File: config.mk
export PLATFORM = sky130hd
export DESIGN_NAME = lru_cache_directory_flat
export DESIGN_NICKNAME = d
export VERILOG_FILES = /design/src/rtl/core/lcd_pkg.sv /design/src/rtl/core/lcd_ifs.sv /design/src/rtl/core/lcd_ctrl.sv /design/src/rtl/core/lcd_datapath.sv /design/src/rtl/core/lru_cache_directory.sv /design/src/flat_wrapper.sv
export SDC_FILE = /design/constraint.sdc
export NUM_CORES = 2
export LEC_CHECK = 0
export ABC_CLOCK_PERIOD_IN_PS = 17240
export BUFFER_PORTS_ARGS = -buffer_cell sky130_fd_sc_hd__buf_4
export CAP_MARGIN = 20
export CORE_MARGIN = 4
export CORE_UTILIZATION = 40
export DETAILED_ROUTE_END_ITERATION = 16
export GPL_TIMING_DRIVEN = 0
export PLACE_DENSITY_LB_ADDON = 0.2
export SETUP_SLACK_MARGIN = 0.3
export SLEW_MARGIN = 10
export SYNTH_ARGS = -nofsm -noshare
export SYNTH_HDL_FRONTEND = slang
export SYNTH_SLANG_ARGS = --single-unit
File: constraint.sdc
create_clock -name clk -period 17.24 [get_ports clk]
set_input_delay 0.862 -clock clk [delete_from_list [all_inputs] [get_ports clk]]
set_output_delay 0.862 -clock clk [all_outputs]
set_load 0.01 [all_outputs]
File: src/rtl/core/lcd_pkg.sv
// ============================================================================
// lcd_pkg: shared types and constants for the LRU cache directory.
// Holds the configuration width, request action codes, the controller state
// type and the command bundle between controller and datapath.
// ============================================================================
package lcd_pkg;

  localparam int CFG_W = 5;
  localparam logic [CFG_W-1:0] CAP_RESET = 5'd16;

  localparam logic ACT_ACCESS = 1'b0;
  localparam logic ACT_REMOVE = 1'b1;

  typedef enum logic {
    ST_IDLE,
    ST_EXEC
  } lcd_state_t;

  typedef struct packed {
    logic load_req;
    logic execute;
  } lcd_cmd_t;

endpackage

File: src/rtl/core/lcd_ifs.sv
// ============================================================================
// lcd_ifs: request and response channels of the LRU cache directory.
// Each channel carries valid, ready and one word of payload.
// ============================================================================
interface lcd_req_if #(
  parameter int KEY_BITS = 32
);
  logic                valid;
  logic                ready;
  logic                action;
  logic [KEY_BITS-1:0] object_key;

  modport source (output valid, output action, output object_key, input ready);
  modport sink   (input valid, input action, input object_key, output ready);
endinterface

interface lcd_rsp_if #(
  parameter int KEY_BITS = 32,
  parameter int OCC_W    = 5
);
  logic                valid;
  logic                ready;
  logic                hit;
  logic                found_removed;
  logic                evict_valid;
  logic [KEY_BITS-1:0] evicted_key;
  logic [OCC_W-1:0]    occupancy;

  modport source (output valid, output hit, output found_removed, output evict_valid,
                  output evicted_key, output occupancy, input ready);
  modport sink   (input valid, input hit, input found_removed, input evict_valid,
                  input evicted_key, input occupancy, output ready);
endinterface

File: src/rtl/core/lcd_ctrl.sv
// ============================================================================
// lcd_ctrl: request sequencer.
// Takes a request word, then runs one update once the output register is free.
// ============================================================================
module lcd_ctrl
  import lcd_pkg::*;
(
  input  logic     clk,
  input  logic     rst_n,
  input  logic     in_valid,
  output logic     in_ready,
  output logic     out_valid,
  input  logic     out_ready,
  output lcd_cmd_t cmd
);

  lcd_state_t state_r, state_nxt;
  logic       out_valid_r, out_valid_nxt;

  always_ff @(posedge clk) begin
    if (!rst_n) begin
      state_r     <= ST_IDLE;
      out_valid_r <= 1'b0;
    end else begin
      state_r     <= state_nxt;
      out_valid_r <= out_valid_nxt;
    end
  end

  always_comb begin
    state_nxt     = state_r;
    out_valid_nxt = out_valid_r && !out_ready;
    in_ready      = 1'b0;
    cmd           = '0;
    unique case (state_r)
      ST_IDLE: begin
        in_ready = 1'b1;
        if (in_valid) begin
          cmd.load_req = 1'b1;
          state_nxt    = ST_EXEC;
        end
      end
      ST_EXEC: begin
        // The update writes the output register, so it waits for a free slot.
        if (!out_valid_r || out_ready) begin
          cmd.execute   = 1'b1;
          out_valid_nxt = 1'b1;
          state_nxt     = ST_IDLE;
        end
      end
      default: state_nxt = ST_IDLE;
    endcase
  end

  assign out_valid = out_valid_r;

endmodule

File: src/rtl/core/lcd_datapath.sv
// ============================================================================
// lcd_datapath: entry store, recency ranks and result register.
// Performs the lookup, LRU selection and rank update of one request.
// ============================================================================
module lcd_datapath
  import lcd_pkg::*;
#(
  parameter int ENTRIES  = 16,
  parameter int KEY_BITS = 32,
  parameter int OCC_W    = 5
) (
  input  logic                clk,
  input  logic                rst_n,
  input  lcd_cmd_t            cmd,
  input  logic                cfg_we,
  input  logic [CFG_W-1:0]    cfg_data,
  input  logic                req_action,
  input  logic [KEY_BITS-1:0] req_key,
  output logic                rsp_hit,
  output logic                rsp_found_removed,
  output logic                rsp_evict_valid,
  output logic [KEY_BITS-1:0] rsp_evicted_key,
  output logic [OCC_W-1:0]    rsp_occupancy
);

  localparam int IW = (ENTRIES > 1) ? $clog2(ENTRIES) : 1;
  localparam int CW = (OCC_W > CFG_W) ? OCC_W : CFG_W;
  localparam logic [CW-1:0] ENTRIES_CW = CW'(ENTRIES);

  logic [CFG_W-1:0]    cap_r;
  logic                act_r;
  logic [KEY_BITS-1:0] key_r;

  logic [KEY_BITS-1:0] ekey_r   [ENTRIES];
  logic [IW-1:0]       rank_r   [ENTRIES];
  logic [IW-1:0]       rank_nxt [ENTRIES];
  logic [ENTRIES-1:0]  valid_r, valid_nxt;
  logic [OCC_W-1:0]    count_r, count_nxt;

  logic                hit_r, found_r, ev_r;
  logic [KEY_BITS-1:0] evkey_r;

  logic [ENTRIES-1:0]  match, lru, valid_ev;
  logic                any_match, do_evict, have_free;
  logic [IW-1:0]       s_idx, free_idx, rank_s, cnt_m1;
  logic [CW-1:0]       eff_cap;
  logic [KEY_BITS-1:0] evkey;

  always_comb begin
    // Saturate the configured capacity into 1 .. ENTRIES.
    eff_cap = CW'(cap_r);
    if (eff_cap == '0) eff_cap = CW'(1);
    if (eff_cap > ENTRIES_CW) eff_cap = ENTRIES_CW;
    cnt_m1 = IW'(count_r - OCC_W'(1));

    for (int i = 0; i < ENTRIES; i++) begin
      match[i] = valid_r[i] && (ekey_r[i] == key_r);
      // Ranks are dense, so the least recent entry holds rank count - 1.
      lru[i]   = valid_r[i] && (rank_r[i] == cnt_m1);
    end
    any_match = |match;
    s_idx = '0;
    for (int i = ENTRIES - 1; i >= 0; i--) begin
      if (match[i]) s_idx = IW'(i);
    end
    rank_s = rank_r[s_idx];

    do_evict = (act_r == ACT_ACCESS) && !any_match && (count_r != '0) &&
               (CW'(count_r) >= eff_cap);
    valid_ev = do_evict ? (valid_r & ~lru) : valid_r;
    evkey = '0;
    for (int i = 0; i < ENTRIES; i++) begin
      if (do_evict && lru[i]) evkey = evkey | ekey_r[i];
    end

    have_free = 1'b0;
    free_idx  = '0;
    for (int i = ENTRIES - 1; i >= 0; i--) begin
      if (!valid_ev[i]) begin
        have_free = 1'b1;
        free_idx  = IW'(i);
      end
    end

    valid_nxt = valid_r;
    count_nxt = count_r;
    for (int i = 0; i < ENTRIES; i++) rank_nxt[i] = rank_r[i];

    if (act_r == ACT_REMOVE) begin
      if (any_match) begin
        for (int i = 0; i < ENTRIES; i++) begin
          if (valid_r[i] && rank_r[i] > rank_s) rank_nxt[i] = rank_r[i] - IW'(1);
        end
        valid_nxt[s_idx] = 1'b0;
        rank_nxt[s_idx]  = '0;
        count_nxt        = count_r - OCC_W'(1);
      end
    end else if (any_match) begin
      for (int i = 0; i < ENTRIES; i++) begin
        if (valid_r[i] && rank_r[i] < rank_s) rank_nxt[i] = rank_r[i] + IW'(1);
      end
      rank_nxt[s_idx] = '0;
    end else begin
      for (int i = 0; i < ENTRIES; i++) begin
        if (do_evict && lru[i]) rank_nxt[i] = '0;
      end
      valid_nxt = valid_ev;
      if (do_evict) count_nxt = count_r - OCC_W'(1);
      if (have_free) begin
        for (int i = 0; i < ENTRIES; i++) begin
          if (valid_ev[i]) rank_nxt[i] = rank_r[i] + IW'(1);
        end
        valid_nxt[free_idx] = 1'b1;
        rank_nxt[free_idx]  = '0;
        count_nxt           = count_nxt + OCC_W'(1);
      end
    end
  end

  always_ff @(posedge clk) begin
    if (!rst_n) begin
      cap_r   <= CAP_RESET;
      valid_r <= '0;
      count_r <= '0;
      for (int i = 0; i < ENTRIES; i++) rank_r[i] <= '0;
    end else begin
      if (cfg_we) cap_r <= cfg_data;
      if (cmd.execute) begin
        valid_r <= valid_nxt;
        count_r <= count_nxt;
        for (int i = 0; i < ENTRIES; i++) rank_r[i] <= rank_nxt[i];
      end
    end
  end

  always_ff @(posedge clk) begin
    if (cmd.load_req) begin
      act_r <= req_action;
      key_r <= req_key;
    end
    if (cmd.execute) begin
      if ((act_r == ACT_ACCESS) && !any_match && have_free) ekey_r[free_idx] <= key_r;
      hit_r   <= (act_r == ACT_ACCESS) && any_match;
      found_r <= (act_r == ACT_REMOVE) && any_match;
      ev_r    <= do_evict;
      evkey_r <= evkey;
    end
  end

  assign rsp_hit           = hit_r;
  assign rsp_found_removed = found_r;
  assign rsp_evict_valid   = ev_r;
  assign rsp_evicted_key   = evkey_r;
  assign rsp_occupancy     = count_r;

  a_count_tracks_valid: assert property (@(posedge clk) disable iff (!rst_n)
    count_r == OCC_W'($countones(valid_r)))
    else $error("entry count differs from number of valid entries");

  a_count_bound: assert property (@(posedge clk) disable iff (!rst_n)
    CW'(count_r) <= ENTRIES_CW)
    else $error("entry count above directory size");

  a_evict_on_miss: assert property (@(posedge clk) disable iff (!rst_n)
    cmd.execute && do_evict |=> !rsp_hit && !rsp_found_removed && (count_r == $past(count_r)))
    else $error("eviction changed occupancy or coincided with a hit");

endmodule

File: src/rtl/core/lru_cache_directory.sv
// ============================================================================
// lru_cache_directory: fully associative cache directory with LRU replacement.
// Top level joining the request sequencer and the entry datapath.
// ============================================================================
// Usage: a request word (action, object_key) enters on in_req. An access
// reports a hit and makes the entry most recent; a miss inserts the key as
// most recent, first evicting the least recent key when occupancy has reached
// the configured capacity. A remove deletes the key and reports whether it
// was found. Every response word carries the occupancy after the request.
// The accept edge latches the word into the request register; the update
// then runs the parallel key compare and rank update over all entries into
// the output register as soon as that register is free, and in_req is held
// off until that update has run. The output register lets the
// next request be accepted while a response waits; if out_rsp stays stalled,
// the update of that next request waits, and in_req is held off after it.
// cfg_we writes the capacity register (reset 16, zero reads as one, values
// above ENTRIES saturate); write it only while the block is idle. Reset
// empties the directory and sets the capacity to its default.
module lru_cache_directory
  import lcd_pkg::*;
#(
  parameter int ENTRIES  = 16,
  parameter int KEY_BITS = 32
) (
  input  logic             clk,
  input  logic             rst_n,
  lcd_req_if.sink          in_req,
  lcd_rsp_if.source        out_rsp,
  input  logic             cfg_we,
  input  logic [CFG_W-1:0] cfg_data
);

  localparam int OCC_W = $clog2(ENTRIES + 1);

  lcd_cmd_t cmd;

  lcd_ctrl u_ctrl (
    .clk       (clk),
    .rst_n     (rst_n),
    .in_valid  (in_req.valid),
    .in_ready  (in_req.ready),
    .out_valid (out_rsp.valid),
    .out_ready (out_rsp.ready),
    .cmd       (cmd)
  );

  lcd_datapath #(
    .ENTRIES  (ENTRIES),
    .KEY_BITS (KEY_BITS),
    .OCC_W    (OCC_W)
  ) u_datapath (
    .clk               (clk),
    .rst_n             (rst_n),
    .cmd               (cmd),
    .cfg_we            (cfg_we),
    .cfg_data          (cfg_data),
    .req_action        (in_req.action),
    .req_key           (in_req.object_key),
    .rsp_hit           (out_rsp.hit),
    .rsp_found_removed (out_rsp.found_removed),
    .rsp_evict_valid   (out_rsp.evict_valid),
    .rsp_evicted_key   (out_rsp.evicted_key),
    .rsp_occupancy     (out_rsp.occupancy)
  );

endmodule
File: src/flat_wrapper.sv
// flat-port wrapper written by rule: the top's interface ports become plain ports
module lru_cache_directory_flat import lcd_pkg::*;
#(
  parameter int ENTRIES  = 16,
  parameter int KEY_BITS = 32
)
  (clk, rst_n, cfg_we, cfg_data, in_req_valid, in_req_action, in_req_object_key, in_req_ready, out_rsp_valid, out_rsp_hit, out_rsp_found_removed, out_rsp_evict_valid, out_rsp_evicted_key, out_rsp_occupancy, out_rsp_ready);
  lcd_req_if #(.KEY_BITS(KEY_BITS)) in_req_i ();
  lcd_rsp_if #(.KEY_BITS(KEY_BITS)) out_rsp_i ();
  input  logic clk;
  input  logic rst_n;
  input  logic cfg_we;
  input  logic [CFG_W-1:0] cfg_data;
  input wire logic [$bits(in_req_i.valid)-1:0] in_req_valid;
  input wire logic [$bits(in_req_i.action)-1:0] in_req_action;
  input wire logic [$bits(in_req_i.object_key)-1:0] in_req_object_key;
  output wire logic [$bits(in_req_i.ready)-1:0] in_req_ready;
  output wire logic [$bits(out_rsp_i.valid)-1:0] out_rsp_valid;
  output wire logic [$bits(out_rsp_i.hit)-1:0] out_rsp_hit;
  output wire logic [$bits(out_rsp_i.found_removed)-1:0] out_rsp_found_removed;
  output wire logic [$bits(out_rsp_i.evict_valid)-1:0] out_rsp_evict_valid;
  output wire logic [$bits(out_rsp_i.evicted_key)-1:0] out_rsp_evicted_key;
  output wire logic [$bits(out_rsp_i.occupancy)-1:0] out_rsp_occupancy;
  input wire logic [$bits(out_rsp_i.ready)-1:0] out_rsp_ready;
  assign in_req_i.valid = in_req_valid;
  assign in_req_i.action = in_req_action;
  assign in_req_i.object_key = in_req_object_key;
  assign in_req_ready = in_req_i.ready;
  assign out_rsp_valid = out_rsp_i.valid;
  assign out_rsp_hit = out_rsp_i.hit;
  assign out_rsp_found_removed = out_rsp_i.found_removed;
  assign out_rsp_evict_valid = out_rsp_i.evict_valid;
  assign out_rsp_evicted_key = out_rsp_i.evicted_key;
  assign out_rsp_occupancy = out_rsp_i.occupancy;
  assign out_rsp_i.ready = out_rsp_ready;
  lru_cache_directory #(.ENTRIES(ENTRIES), .KEY_BITS(KEY_BITS)) u_core (.clk(clk), .rst_n(rst_n), .in_req(in_req_i), .out_rsp(out_rsp_i), .cfg_we(cfg_we), .cfg_data(cfg_data));
endmodule
==> impl_metrics.json <==
{
  "status": "completed",
  "yosysWarnings": 0,
  "clkSinkCount": 672,
  "cts_root_buffer": "clkbuf_16",
  "ant_nets": 0,
  "swShare_pct": 29.2,
  "worstPathRequired_ns": 17.61,
  "ir_drop_uv": 77.9,
  "cts_resized": 0,
  "period_needed_ns": 12.29,
  "worst_slew_pin_slew_ns": 1.34,
  "yosysTopAreaCellShare_pct": 47.4,
  "htree_levels": 3,
  "skew_ns": 0.0562,
  "dp_hpwl_um": 201000,
  "clockBufferDepth": 3,
  "synth_flop_cell": "edfxtp_1",
  "leakagePower_nw": 16.1,
  "rsz0062_at_grt": "false",
  "seqPwrFrac_pct": 43.4,
  "synthCells": 3772,
  "synth_area_um2": 40800,
  "synth.avg_cell_area_um2": 10.8,
  "crit_fanout": 17,
  "power.density_nw_per_um2": 90.2,
  "clkLatencyLatePin_ns": 0.72,
  "die_h_um": 327,
  "dp_worst_setup_slack_ns": 5.75,
  "grt_pass1_vias": 35446,
  "synth_most_common_cell": "edfxtp_1",
  "critPathLaunchType": "register",
  "synth_commonest_cells": "644 x edfxtp_1, 408 x xor2_1, 276 x nand2_1, 194 x clkbuf_1, 190 x xnor2_1",
  "crit_type": "reg -> reg",
  "antenna_found_initial": 26,
  "async_flop_share_pct": 0,
  "slew_violations": 0,
  "p_comb_share_pct": 14.3,
  "ys_ff_latch": 672,
  "synth.distinct_cells": 83,
  "grt_usage_pct": 46.7,
  "setup_violations": 0,
  "syn_nets": 3922,
  "synth_edf_count": 644,
  "final_nets": 4184,
  "hold_viol": 0,
  "slew_headroom_pct": 9.61,
  "gp_congestion": 1.15,
  "fp.dieArea_um2": 107000,
  "cts_tree": "built",
  "overflow": 0,
  "vias": 38375,
  "cts_buffers": 79,
  "grt_max_degree": 24,
  "grt_pass1_wl_um": 333000,
  "rows": 116,
  "clk_pin_slew_worst_paths_ns": 0.06,
  "p_int_w": 0.00304,
  "clock.fmax_mhz": 81.4,
  "timing.final.ws_setup_ns": 4.95,
  "nFillCells": 9424,
  "core_um2": 101000,
  "ctsHoldBuffers": 0,
  "power_w": 0.00430,
  "initial_core_util_pct": 40.5,
  "p_switching_w": 0.00125,
  "placement.io_buffers": 83,
  "endpoint_kind": "register",
  "hold_class": "in -> reg",
  "post_cts_buffers": 0,
  "synth_top_area_cell": "edfxtp_1",
  "drive_above_1_share_pct": 11.9,
  "drt_iter0_markers": 6692,
  "period_share_pct": 71.3,
  "pwr-share-clk_pct": 42.3,
  "synth_area_leaders": "edfxtp_1 47%, xor2_1 8.8%, xnor2_1 4.1%, ha_1 3.3%, a221oi_1 3.2%",
  "finalWirelength_um": 257000,
  "drt-pass1-iter-count": 9,
  "wire_per_inst_um": 47.0,
  "yosysSeqAreaShare_pct": 48.7,
  "synthToLayoutAreaGrowth_pct": 16.7,
  "die_width_um": 327,
  "via_per_inst": 7.01,
  "drcViolationCount": 0,
  "max_cap_violations": 0,
  "cp_data_arrival_time_ns": 12.67,
  "num_io_pins": 85
}
-- critical path: stages, from the launching register on --
cell and delay (ns):
edfxtp_1 0.69, clkbuf_1 0.42, buf_2 0.37, xor2_1 0.80, nor4_1 0.37, nand3_1 0.20
or4_1 0.25, nand4_1 0.32, nor4_2 0.31, buf_4 0.26, clkbuf_1 0.52, buf_1 0.67
buf_8 0.25, ha_1 0.40, nand3_1 0.16, o32ai_1 0.79, nand2_1 0.42, inv_1 0.38
a21oi_1 0.29, nand4_1 0.32, clkbuf_1 0.74, clkbuf_1 0.90, nand3_1 0.57, clkbuf_1 0.42
buf_8 0.25, nor2_4 0.49, buf_12 0.28
-- cell families after synthesis --
family	after synthesis	share of synthesized area, %
AOI/OAI and AO/OA	815	14.4
xor gates and xnor gates	619	14.0
adders and majority gates	107	3.28
buffers and inverters	354	3.53
DFF	672	48.7
muxes	40	1.00
and+or+nand+nor	1165	15.0
-- sequential cells by signal (all words and copies together) (netlist names) --
name / flops
u_core.u_datapath.valid_r: 16
u_core.u_datapath.key_r: 32
u_core.u_datapath.rank_r: 64
u_core.u_datapath.rsp_occupancy: 5
u_core.u_datapath.rsp_evict_valid: 1
u_core.u_datapath.rsp_hit: 1
u_core.u_datapath.rsp_evicted_key: 32
u_core.u_ctrl.state_r: 1
u_core.u_datapath.act_r: 1
u_core.u_datapath.ekey_r: 512
u_core.u_ctrl.out_valid: 1
u_core.u_datapath.rsp_found_removed: 1
u_core.u_datapath.cap_r: 5
-- stage by stage --
step / instances / hold WS (ns) / utilization (%) / area, µm² / TNS, ns
detailed placement: 5302 / 0.519 / 44.4 / 44700 / 0
global placement: 5212 / 0.488 / 42.8 / 43100 / -269.89
finish: 5477 / 0.315 / 47.3 / 47600 / 0
floorplan: 3772 / 0.461 / - / 40800 / 0
global route: 5459 / 0.311 / 47.2 / 47600 / 0
CTS: 5449 / 0.316 / 47.1 / 47500 / 0
-- layout make-up --
cell class,count,area [µm²],area share (%)
sequential,672,19900,41.8
multi-input combinational,2746,19800,41.5
clock buffer,94,2110,4.42
timing repair buffer,181,1960,4.11
tap,1357,1700,3.57
buffer,284,1220,2.57
clock inverter,53,663,1.39
inverter,70,265,0.557
antenna,20,50.0,0.105
-- per-layer routing --
metal	global-route usage (%)	share of wire, %	up-vias
li1	-	-	15050
met1	50.6	33	18803
met2	70.3	43	3357
met3	15.9	12	1153
met4	46.4	13	12
met5	0.272	0.085	-
-- cells in the final DEF, fill, tap and decap left out, drive strengths merged, types with 137 or more instances in the layout --
cell and n:
a221oi 147, a22o 137, buf 268, clkbuf 291, edfxtp 644, nand2 276, nand4 142, nor2 155
nor4 174, o21ai 161, xnor2 190, xor2 408
-- power groups by stage --
stage	Sequential [W]	Clock, W	Combinational (W)
after floorplan	0.00188	0	0.000309
after global placement	0.00190	0	0.000568
after detailed placement	0.00190	0	0.000578
after CTS	0.00186	0.00182	0.000581
after global routing	0.00187	0.00189	0.000621
final	0.00186	0.00182	0.000614
-- path summary, 6_finish.rpt --
path	startpoint	to	slack (ns)	cells after the start
worst min register to register	u_core.u_datapath.cap_r[0]$_SDFFE_PN0P_	u_core.u_datapath.cap_r[0]$_SDFFE_PN0P_	0.53	2
worst max register to register	u_core.u_datapath.key_r[13]$_DFFE_PP_	u_core.u_datapath.ekey_r[9][30]$_DFFE_PP_	4.95	26
worst max-delay path	u_core.u_datapath.key_r[13]$_DFFE_PP_	u_core.u_datapath.ekey_r[9][30]$_DFFE_PP_	4.95	26
worst min-delay path	in_req_object_key[25]	u_core.u_datapath.key_r[25]$_DFFE_PP_	0.31	1
(Power assumes the default switching activity.)
